$ cat src/sv/rlqa_pkg.sv
package rlqa_pkg;

    localparam int ACTION_W = 1;
    localparam int NODE_W   = 4;
    localparam int REQ_W    = 7;
    localparam int PRI_W    = 8;
    localparam int STATUS_W = 2;
    localparam int ENTRY_W  = PRI_W + REQ_W;

    localparam logic [ACTION_W-1:0] ACT_ARRIVE = 1'b0;
    localparam logic [ACTION_W-1:0] ACT_LEAVE  = 1'b1;

    localparam logic [STATUS_W-1:0] STATUS_NONE  = 2'd0;
    localparam logic [STATUS_W-1:0] STATUS_GRANT = 2'd1;
    localparam logic [STATUS_W-1:0] STATUS_DROP  = 2'd2;

    typedef enum logic [2:0] {
        S_IDLE,
        S_DECIDE,
        S_SCAN,
        S_SHIFT,
        S_RESULT
    } state_t;

    typedef struct packed {
        logic load;
        logic decide;
        logic scan;
        logic shift;
        logic commit;
        logic push;
    } ctl_cmd_t;

    typedef struct packed {
        logic dec_grant;
        logic scan_done;
        logic shift_done;
        logic out_free;
    } dp_status_t;

endpackage

$ cat src/sv/rlqa_ctrl.sv
module rlqa_ctrl (
    input  logic                  clk,
    input  logic                  rst_n,
    input  logic                  req_valid,
    input  rlqa_pkg::dp_status_t  stat,
    output logic                  in_ready,
    output rlqa_pkg::ctl_cmd_t    cmd
);

    rlqa_pkg::state_t state_reg;
    rlqa_pkg::state_t state_next;

    always_ff @(posedge clk or negedge rst_n)
    begin
        if (!rst_n)
        begin
            state_reg <= rlqa_pkg::S_IDLE;
        end
        else
        begin
            state_reg <= state_next;
        end
    end

    always_comb
    begin
        state_next = state_reg;
        unique case (state_reg)
            rlqa_pkg::S_IDLE:
            begin
                if (req_valid)
                begin
                    state_next = rlqa_pkg::S_DECIDE;
                end
            end
            rlqa_pkg::S_DECIDE:
            begin
                state_next = stat.dec_grant ? rlqa_pkg::S_SCAN : rlqa_pkg::S_RESULT;
            end
            rlqa_pkg::S_SCAN:
            begin
                if (stat.scan_done)
                begin
                    state_next = rlqa_pkg::S_SHIFT;
                end
            end
            rlqa_pkg::S_SHIFT:
            begin
                if (stat.shift_done)
                begin
                    state_next = rlqa_pkg::S_RESULT;
                end
            end
            rlqa_pkg::S_RESULT:
            begin
                if (stat.out_free)
                begin
                    state_next = rlqa_pkg::S_IDLE;
                end
            end
            default:
            begin
                state_next = rlqa_pkg::S_IDLE;
            end
        endcase
    end

    always_comb
    begin
        in_ready   = 1'b0;
        cmd        = '0;
        unique case (state_reg)
            rlqa_pkg::S_IDLE:
            begin
                in_ready = 1'b1;
                cmd.load = req_valid;
            end
            rlqa_pkg::S_DECIDE:
            begin
                cmd.decide = 1'b1;
            end
            rlqa_pkg::S_SCAN:
            begin
                cmd.scan = 1'b1;
            end
            rlqa_pkg::S_SHIFT:
            begin
                cmd.shift  = !stat.shift_done;
                cmd.commit = stat.shift_done;
            end
            rlqa_pkg::S_RESULT:
            begin
                cmd.push = stat.out_free;
            end
            default:
            begin
                cmd = '0;
            end
        endcase
    end

endmodule

$ cat config.mk
export PLATFORM = sky130hd
export DESIGN_NAME = rlqa_ctrl
export DESIGN_NICKNAME = d
export VERILOG_FILES = /design/src/sv/rlqa_pkg.sv /design/src/sv/rlqa_ctrl.sv
export SDC_FILE = /design/constraint.sdc
export NUM_CORES = 1
export LEC_CHECK = 0
export BUFFER_PORTS_ARGS = -buffer_cell sky130_fd_sc_hd__buf_4
export CORE_AREA = 2 2 39 41
export CTS_BUF_LIST = sky130_fd_sc_hd__clkbuf_16
export DETAILED_ROUTE_END_ITERATION = 8
export DIE_AREA = 0 0 41 43
export GPL_TIMING_DRIVEN = 0
export PLACE_DENSITY_LB_ADDON = 0.3
export SYNTH_ARGS = -nofsm -noshare
export SYNTH_HDL_FRONTEND = slang
export SYNTH_SLANG_ARGS = --single-unit
$ cat constraint.sdc
create_clock -name clk -period 1.1 [get_ports clk]
set_input_delay 0.22 -clock clk [delete_from_list [all_inputs] [get_ports clk]]
set_output_delay 0.22 -clock clk [all_outputs]
set_load 0.02 [all_outputs]
== Word-level counts from Yosys, hierarchy flattened ==
Index checks and enable logic that the tools add are counted.
Widths: inputs -> output; s select.

* Equality and inequality tests: 8
* Multiplexer cells: 12
* Reductions and logical operators: 3

{| class="wikitable"
|+ Operators by type and width
! operator !! count
|-
| $mux 3 || 5
|-
| $pmux 3 s5 || 1
|-
| $ne 2x2->1 const B || 4
|-
| $eq 3x2->1 const B || 2
|-
| $mux 1 || 5
|-
| $reduce_and 4->1 || 1
|-
| $eq 3x1->1 const B || 1
|-
| $eq 3x3->1 const B || 1
|-
| $logic_not 3->1 || 1
|-
| $mux 2 || 1
|-
| $logic_not 1->1 || 1
|}

* Register bits: 3
* Output and inout port bits: 7

== Longest topological paths before layout ==
Gate-level depths: netlist (run 1).

* Word-level depth: 3
* Gate-level depth with buffers: 4
* Depth with buffers taken out: 3

== Least setup slack after synthesis (run 1) ==
Ideal clock, no wire load.

* Kind: reg-to-output
* From: register state_reg[1]
* To: output port cmd[5] in the netlist's numbering
* Arrival: 1057 ps
* Required time: 880 ps
* Slack: -177 ps
* Cell stages (with the launch flop): 4
* Buffers on the path: 1
* Cell sequence: dfrtp_1 -> buf_6 -> nor3_4 -> and2_1

{| class="wikitable"
|+ RTL lines
! item !! line !! text
|-
| start: declaration || rlqa_ctrl.sv:10 || <nowiki>rlqa_pkg::state_t state_reg;</nowiki>
|-
| start signal: assignment || rlqa_ctrl.sv:17 || <nowiki>state_reg <= rlqa_pkg::S_IDLE;</nowiki>
|-
| start signal: assignment || rlqa_ctrl.sv:21 || <nowiki>state_reg <= state_next;</nowiki>
|-
| end: declaration || rlqa_ctrl.sv:7 || <nowiki>output rlqa_pkg::ctl_cmd_t cmd</nowiki>
|}

==> metrics.yaml, run 1 <==
timing:
  fin_ws_ns: -0.2873
  slew_violations: 0
  worstMarginPinSlew_ns: 0.2316
  rsz0062_at_grt: "true"
  hold_violations: 0
  max_freq_ghz: 0.7208
  fin_tns_setup_ns: -1.802
  maxSlewHeadroom_pct: 84.53
  finalClockSkew_ns: 0.001690
  period_minus_slack_ns: 1.387
  finalSetupViolCount: 10
  fin_crit_sh_pct: 126.1
grt:
  overflow: 0
  grt_pass1_vias: 327
  grt_start_max_net_pins: 7
  track_usage_pct: 11.66
  antenna_found_initial: 0
  grt_pass1_wl_um: 1297
logic_synthesis:
  synth_area_sq_um: 249.0
  postSynthCellCount: 26
  synth_common_cells: "nand2_1 (4), nor2_1 (4), dfrtp_1 (3), a211oi_2 (2), buf_6 (2)"
  synth.avg_cell_area_sq_um: 9.577
  yosysTopAreaCellShare_pct: 30.15
  ys_seq_area_share_pct: 30.15
  ys_types: 16
  yosys_warnings: 0
  ys_ff_latch: 3
  async_reset_ff_share_pct: 100.0
  synth_edf_count: 0
  synth_top_area_cell: "dfrtp_1"
  synth_area_leaders: "dfrtp_1 (30%), a211oi_2 (10%), buf_6 (9.0%), nor3_4 (6.5%), nand2_1 (6.0%)"
  synth-main-ff-cell: "dfrtp_1"
  synthesis.nets: 33
setup_path:
  startpoint_type: "flop"
  criticalPathCategory: "flop to output pin"
  required_ns: 0.88
  worst_setup_path_end_kind: "output pin"
  worstPathMaxFanout: 5
  critical_path_arrival_ns: 1.17
layout:
  nets: 66
  drive_gt1_share_pct: 79.31
  largest_reg_flops: 3
  seqCellArea_sq_um: 76.32
  fillers: 131
  syn2layout_area_growth_pct: 164.8
  fin_area_sq_um: 659.4
  instances_no_fill: 74
  multi_input_area_sq_um: 203.9
  antennaDiodeCount: 0
cts:
  root_buffer: "clkbuf_16"
  clk_pin_slew_ns: 0.03
  cts_max_path_buffers: 2
  insertion_delay_ns: 0.22
  cts_buffers: 3
  cts_tree: "yes"
  cts.sinks: 3
  htreeDepth: 1
place:
  dp_hpwl_um: 407.3
  place.gp.congestion: 0.6871
  post-place-ws_ns: -0.1292
  io_buffers: 13
  dpl_cell_area_sq_um: 386.6
  placedCellCount: 55
floorplan:
  io_pins: 14
  chipHeight_um: 43
  start_util_pct: 17.99
  std_cell_rows: 14
  core_area_sq_um: 1384
  die_x_um: 41
  die-area_sq_um: 1763
power:
  swShare_pct: 35.34
  power_density_nw_per_um2: 3303
  internal_power_uw: 1408
  pwr-share-comb_pct: 63.2
  vdd_ir_drop_max_mv: 1.076
  finalPower_uw: 2178
  clockPowerShare_pct: 26.3
  power_switching_uw: 769.9
  power_frac_seq_pct: 10.5
  p_leak_uw: 0.0003103
status:
  failed_checks: "setup timing"
  status: "finished, violations left"
detailed_routing:
  routed_wirelength_um: 874
  drc: 0
  viasPerCell: 4.297
  vias: 318
  detail-route-antenna-nets: 0
  drtIter0Drc: 4
  avgRoutedWirePerCell_um: 11.81
  drtPass1Iterations: 4
min_path:
  hp-class: "primary input to flop"
flow_run:
  drv_cap: 0
## layout make-up
| type | count | share of cell area, % |
|---|---|---|
| Tap cell | 16 | 3.036 |
| Multi-Input combinational cell | 21 | 30.93 |
| Timing Repair Buffer | 28 | 39.09 |
| Sequential cell | 3 | 11.57 |
| Clock inverter | 1 | 0.5693 |
| Clock buffer | 3 | 11.39 |
| Buffer | 2 | 3.416 |
## what timing repair did
| item | CTS | global route |
|---|---|---|
| resized for setup | 14 | 6 |
| buffers inserted | 11 | 3 |
| pin swaps | 8 | 4 |
| endpoints found under the setup margin | 7 | 10 |
| hold buffers | 1 | 0 |
| endpoints found under the hold margin | 3 | 0 |
## routing by layer
| layer | share of wire, % | track usage (%) | up-vias |
|---|---|---|---|
| met3 | 6.1 | 5.236 | 3 |
| met5 | 0 | 0 | - |
| met1 | 37 | 10.97 | 150 |
| met2 | 54 | 17.81 | 14 |
| met4 | 2.9 | 10.00 | 0 |
| li1 | - | - | 151 |
## cells in the final DEF (no fill, tap or decap)
cell            n
nand3b_1        1
nor2b_1         1
o21a_1          1
nor2_4          3
nand2_4         1
inv_1           1
clkbuf_16       3
nor3b_2         1
nor3_4          1
a211oi_2        1
dfrtp_1         2
and2_4          1
and3_2          1
buf_6          14
dlygate4sd3_1   1
dfrtp_2         1
nor2_1          1
buf_4          15
a21oi_1         1
nand2b_4        2
o22ai_2         1
a211oi_4        1
nand2_1         3
## metrics by stage
step	hold WS [ns]	utilization, %
after floorplan	-0.07559	-
after global placement	0.01009	27.94
after detailed placement	0.01063	27.94
after CTS	0.1995	44.03
after global routing	0.2049	47.65
final	0.2043	47.65
## power groups by stage
| stage | Sequential, uW | Combinational (uW) | Clock (uW) |
|---|---|---|---|
| 3_5_place_dp | 230 | 791 | 0 |
| 2_1_floorplan | 217 | 582 | 0 |
| 6_report | 229 | 1380 | 573 |
| 4_1_cts | 226 | 1190 | 583 |
| 5_1_grt | 237 | 1460 | 585 |
| 3_3_place_gp | 231 | 795 | 0 |
## kinds of logic (layout without fill, tap and decap cells)
family,Yosys count,in the layout,synth area share [%]
AOI/OAI and AO/OA,5,5,20.10
buffers and inverters,2,34,9.045
DFF,3,3,30.15
and+or+nand+nor,16,16,40.71
## worst paths after layout
check | from | to | slack (ns) | cells after the start
worst max-delay path | state_reg[1] | cmd[0] | -0.29 | 4
worst min-delay path | stat[0] | state_reg[2] | 0.20 | 2
worst max register to register | state_reg[1] | state_reg[0] | -0.07 | 5
worst min register to register | state_reg[2] | state_reg[1] | 0.65 | 2
max in group asynchronous | rst_n | state_reg[2] | 0.66 | 2
min in group asynchronous | rst_n | state_reg[1] | 0.33 | 2
## critical path: stages (launching register included)
cell and delay (ns):
dfrtp_1 0.38, buf_6 0.14, nor2_1 0.11, and3_2 0.19, buf_4 0.13
No activity file was read; power rests on OpenSTA's default activity.
==> inputs of run 2 (changes only) <==
Settings changed: SKIP_CTS_REPAIR_TIMING set to 1.
==> metrics.yaml, run 2 (synthesized netlist as in run 1, its figures left out) <==
cts:
  insertion_delay_ns: 0.23  # about the same
  cts_buffers: 3  # unchanged
  clk_pin_slew_ns: 0.03  # about the same
  cts_max_path_buffers: 2  # unchanged
  cts.sinks: 3  # unchanged
  cts_tree: "yes"
  root_buffer: "clkbuf_16"
  htreeDepth: 1  # unchanged
timing:
  period_minus_slack_ns: 1.416  # +0.02843 ns
  finalClockSkew_ns: 0.002402  # +0.0007116 ns
  maxSlewHeadroom_pct: 87.64  # +3.1 points
  rsz0062_at_grt: "true"
  finalSetupViolCount: 8  # -2
  fin_ws_ns: -0.3157  # -0.02843 ns
  slew_violations: 0  # unchanged
  hold_violations: 0  # unchanged
  fin_crit_sh_pct: 128.7  # +2.6 points
  worstMarginPinSlew_ns: 0.1851  # -0.04651 ns
  max_freq_ghz: 0.7064  # -2.0%
grt:
  antenna_found_initial: 0  # unchanged
  grt_start_max_net_pins: 11  # +4
  grt_pass1_wl_um: 1014  # -22%
  track_usage_pct: 9.246  # -2.4 points
  grt_pass1_vias: 249  # -24%
  overflow: 0  # unchanged
place:
  dp_hpwl_um: 407.3  # unchanged
  post-place-ws_ns: -0.1292  # unchanged
  place.gp.congestion: 0.6871  # unchanged
  io_buffers: 13  # unchanged
setup_path:
  worstPathMaxFanout: 5  # unchanged
  required_ns: 0.88  # about the same
  startpoint_type: "flop"
  critical_path_arrival_ns: 1.20  # +0.03 ns
  worst_setup_path_end_kind: "output pin"
  criticalPathCategory: "flop to output pin"
power:
  p_leak_uw: 0.0002790  # -10%
  vdd_ir_drop_max_mv: 0.9237  # -14%
  power_density_nw_per_um2: 3285  # -0.56%
floorplan:
  die-area_sq_um: 1763  # unchanged
  io_pins: 14  # unchanged
  chipHeight_um: 43  # unchanged
  die_x_um: 41  # unchanged
  std_cell_rows: 14  # unchanged
  core_area_sq_um: 1384  # unchanged
  start_util_pct: 17.99  # unchanged
layout:
  seqCellArea_sq_um: 76.32  # unchanged
  multi_input_area_sq_um: 186.4  # -8.6%
  antennaDiodeCount: 0  # unchanged
  largest_reg_flops: 3  # unchanged
  utilization_pct: 42.13  # -5.5 points
  layout_commonest_cell: "buf_4"
  syn2layout_area_growth_pct: 134.2
  final_cell_mix: "buf_4 (18), buf_6 (5), nand2_1 (3), clkbuf_16 (3)"
  fillers: 128  # -2.3%
  nets: 61  # -7.6%
  drive_gt1_share_pct: 77.36  # -2.0 points
status:
  status: "finished, violations left"
  failed_checks: "setup timing"
detailed_routing:
  drtPass1Iterations: 4  # unchanged
  avgRoutedWirePerCell_um: 9.681  # -18%
  viasPerCell: 4.246  # -1.2%
  detail-route-antenna-nets: 0  # unchanged
  vias: 293  # -7.9%
  drc: 0  # unchanged
  drtIter0Drc: 1  # -3
  routed_wirelength_um: 668  # -24%
flow_run:
  drv_cap: 0  # unchanged
min_path:
  hp-class: "primary input to flop"
## run 2: cell types whose count changed in the layout (fill, tap and decap cells not counted), sizes merged
cell and change:
buf -5
## run 2: per-stage QoR
stage / TNS (ns) / hold slack, ns / cells / area, sq um / power, uW
5_1_grt: -2.175 / 0.2090 / 69 / 583.1 / 2007
2_1_floorplan: -0.2977 / -0.07559 / 26 / 269.0 / 798.7
3_5_place_dp: -0.5045 / 0.01063 / 55 / 386.6 / 1021
4_1_cts: -2.109 / -0.2264 / 59 / 465.4 / 1604
3_3_place_gp: -0.5181 / 0.01009 / 55 / 386.6 / 1026
6_report: -1.851 / 0.2050 / 69 / 583.1 / 1915
## run 2: worst paths after layout
kind	depth (start not counted)	slack, ns	start	to
hold / removal	2	0.20	stat[0]	state_reg[2]
hold reg to reg	2	0.66	state_reg[2]	state_reg[0]
min in group asynchronous	2	0.32	rst_n	state_reg[1]
setup / recovery	4	-0.32	state_reg[1]	cmd[3]
max in group asynchronous	2	0.67	rst_n	state_reg[2]
setup reg to reg	5	-0.02	state_reg[1]	state_reg[0]
## run 2: metal layers
metal / vias up / global-route usage (%) / wire length, um
met3: 3 / 5.236 / 57
met5: - / 0 / 0
met1: 133 / 10.32 / 277
li1: 143 / - / -
met2: 14 / 10.94 / 305
met4: 0 / 10.00 / 27
## run 2: power breakdown
group	total, uW	switching [uW]	leakage, uW	internal (uW)
clock	572	103	0.0000423	469
combinational	1110	494	0.000200	617
sequential	232	64.4	0.0000369	167
## run 2: worst max-delay path: stages (launching register included)
cell and delay (ns):
dfrtp_1 0.38, buf_6 0.14, buf_4 0.15, nor3b_2 0.15
buf_4 0.15
## run 2: area by class of cell
| class | instances | area share, % |
|---|---|---|
| clock inverters | 1 | 0.6438 |
| plain buffers | 2 | 3.863 |
| repair buffers | 23 | 34.12 |
| well taps | 16 | 3.433 |
| multi-input cells | 21 | 31.97 |
| flip-flops and latches | 3 | 13.09 |
| clock buffers | 3 | 12.88 |
==> inputs of run 3 (changes only) <==
Settings changed: CORE_AREA 2 2 39 41 to 4 4 41 43, DIE_AREA 0 0 41 43 to 0 0 45 47.
Clock period 1.1 ns to 1.8 ns, I/O delays scaled along.
==> metrics.yaml, run 3 (synthesized netlist as in run 1, its figures left out) <==
status:
  status: "finished clean"
power:
  power_switching_uw: 323.6  # -51%
  power_frac_seq_pct: 15.0  # +2.9 points
  internal_power_uw: 598.6  # -52%
  p_leak_uw: 0.0002149  # -23%
  vdd_ir_drop_max_mv: 0.8797  # -4.8%
  power_density_nw_per_um2: 2030  # -38%
  swShare_pct: 35.09  # +0.52 points
  clockPowerShare_pct: 37.1  # +7.2 points
  pwr-share-comb_pct: 48.0  # -10 points
place:
  io_buffers: 13  # unchanged
  dp_hpwl_um: 424.3  # +4.2%
  post-place-ws_ns: 0.4613  # +0.5906 ns
  place.gp.congestion: 0.6888  # +0.25%
cts:
  root_buffer: "clkbuf_16"
  cts_tree: "yes"
  clk_pin_slew_ns: 0.03  # about the same
  cts.sinks: 3  # unchanged
  htreeDepth: 1  # unchanged
  insertion_delay_ns: 0.22  # about the same
  cts_buffers: 3  # unchanged
  cts_max_path_buffers: 2  # unchanged
grt:
  grt_pass1_vias: 235  # -5.6%
  grt_start_max_net_pins: 11  # unchanged
  grt_pass1_wl_um: 938  # -7.5%
  overflow: 0  # unchanged
  antenna_found_initial: 0  # unchanged
  track_usage_pct: 6.334  # -2.9 points
setup_path:
  criticalPathCategory: "flop to output pin"
  critical_path_arrival_ns: 1.21  # about the same
  critPathBufInv: 1  # -2
  worst_setup_path_end_kind: "output pin"
  slowest_stage: "dfrtp_1"
  critical-path-top-delay-family: "flip-flops"
  worst_path_largest_cell_delay_ns: 0.46  # +0.08 ns
  crit_chain: "nand2b_1 -> nor2_1 -> buf_4"
  startpoint_type: "flop"
  required_ns: 1.44  # +0.56 ns
  worstPathMaxFanout: 7  # +2
floorplan:
  die_x_um: 45  # +9.8%
  io_pins: 14  # unchanged
  std_cell_rows: 13  # -1
  chipHeight_um: 47  # +9.3%
  die-area_sq_um: 2115  # +20%
  core_area_sq_um: 1301  # -6.0%
  start_util_pct: 19.13  # +1.1 points
timing:
  worstMarginPinSlew_ns: 0.2891  # +0.1041 ns
  rsz0062_at_grt: "false"
  fin_crit_sh_pct: 87.16
  finalSetupViolCount: 0  # -8
  maxSlewHeadroom_pct: 80.72  # -6.9 points
  hold_violations: 0  # unchanged
  fin_ws_ns: 0.2312  # +0.5469 ns
  slew_violations: 0  # unchanged
  whs_ns: 0.3424  # +0.1374 ns
  fin_tns_setup_ns: 0  # +1.851 ns
  max_freq_ghz: 0.6374
  finalClockSkew_ns: 0.00003929  # -0.002363 ns
  period_minus_slack_ns: 1.569
layout:
  syn2layout_area_growth_pct: 82.41
  nets: 52  # -15%
  largest_reg_flops: 3  # unchanged
  final_cell_mix: "buf_4 (13), nor2_1 (4), nand2_1 (4)"
  antennaDiodeCount: 0  # unchanged
  fillers: 141  # +10%
  layout_commonest_cell: "buf_4"
  drive_gt1_share_pct: 54.55  # -23 points
flow_run:
  drv_cap: 0  # unchanged
min_path:
  hp-class: "primary input to flop"
detailed_routing:
  detail-route-antenna-nets: 0  # unchanged
  drc: 0  # unchanged
  avgRoutedWirePerCell_um: 9.339  # -3.5%
  drtIter0Drc: 1  # unchanged
  routed_wirelength_um: 551  # -18%
  viasPerCell: 4.203  # -1.0%
  drtPass1Iterations: 4  # unchanged
  vias: 248  # -15%
-- run 3: changes by cell type in the layout (fill, tap and decap cells not counted), sizes merged --
cell	change
buf	-9
-- run 3: worst paths after layout --
check,start,to,slack [ns],cells past startpoint
min in group asynchronous,rst_n,state_reg[2],0.47,2
max in group asynchronous,rst_n,state_reg[1],1.24,2
worst max-delay path,state_reg[2],cmd[2],0.23,3
worst min-delay path,stat[0],state_reg[2],0.34,2
worst min register to register,state_reg[0],state_reg[0],0.57,2
worst max register to register,state_reg[2],state_reg[2],0.86,2
-- run 3: final cells by class --
class	count	area [sq um]	area share, %
Multi-Input combinational cell	21	151.4	33.33
Timing Repair Buffer	14	107.6	23.69
Sequential cell	3	75.07	16.53
Clock buffer	3	75.07	16.53
Buffer	2	22.52	4.959
Tap cell	15	18.77	4.132
Clock inverter	1	3.754	0.8264
-- run 3: metal layers --
layer | GRT usage [%] | vias up | wire length, um | part of all wire (%)
li1 | - | 128 | - | -
met2 | 7.627 | 14 | 198 | 36
met3 | 6.130 | 0 | 77 | 14
met4 | 0 | 0 | 0 | 0
met5 | 0 | - | 0 | 0
met1 | 8.467 | 106 | 275 | 50
-- run 3: worst register-to-register path: cells and delay by family (launching register included) --
family          cells  cell delay [ns]
simple gates        1             0.24
flops               1             0.49
compound gates      1             0.08
-- run 3: power groups by stage --
| stage | clock network, uW | registers [uW] | logic, uW |
|---|---|---|---|
| 6_report | 342 | 138 | 442 |
| 5_1_grt | 357 | 144 | 486 |
| 4_1_cts | 350 | 138 | 449 |
| 3_5_place_dp | 0 | 138 | 447 |
| 3_3_place_gp | 0 | 138 | 451 |
| 2_1_floorplan | 0 | 131 | 321 |
-- run 3: stage by stage --
step / instance area [sq um] / cells / power [uW] / util [%]
2_1_floorplan: 249.0 / 26 / 451.2 / -
5_1_grt: 454.2 / 59 / 987.1 / 34.90
4_1_cts: 444.2 / 58 / 937.3 / 34.13
6_report: 454.2 / 59 / 922.2 / 34.90
3_3_place_gp: 365.4 / 54 / 589.2 / 28.08
3_5_place_dp: 365.4 / 54 / 584.9 / 28.08
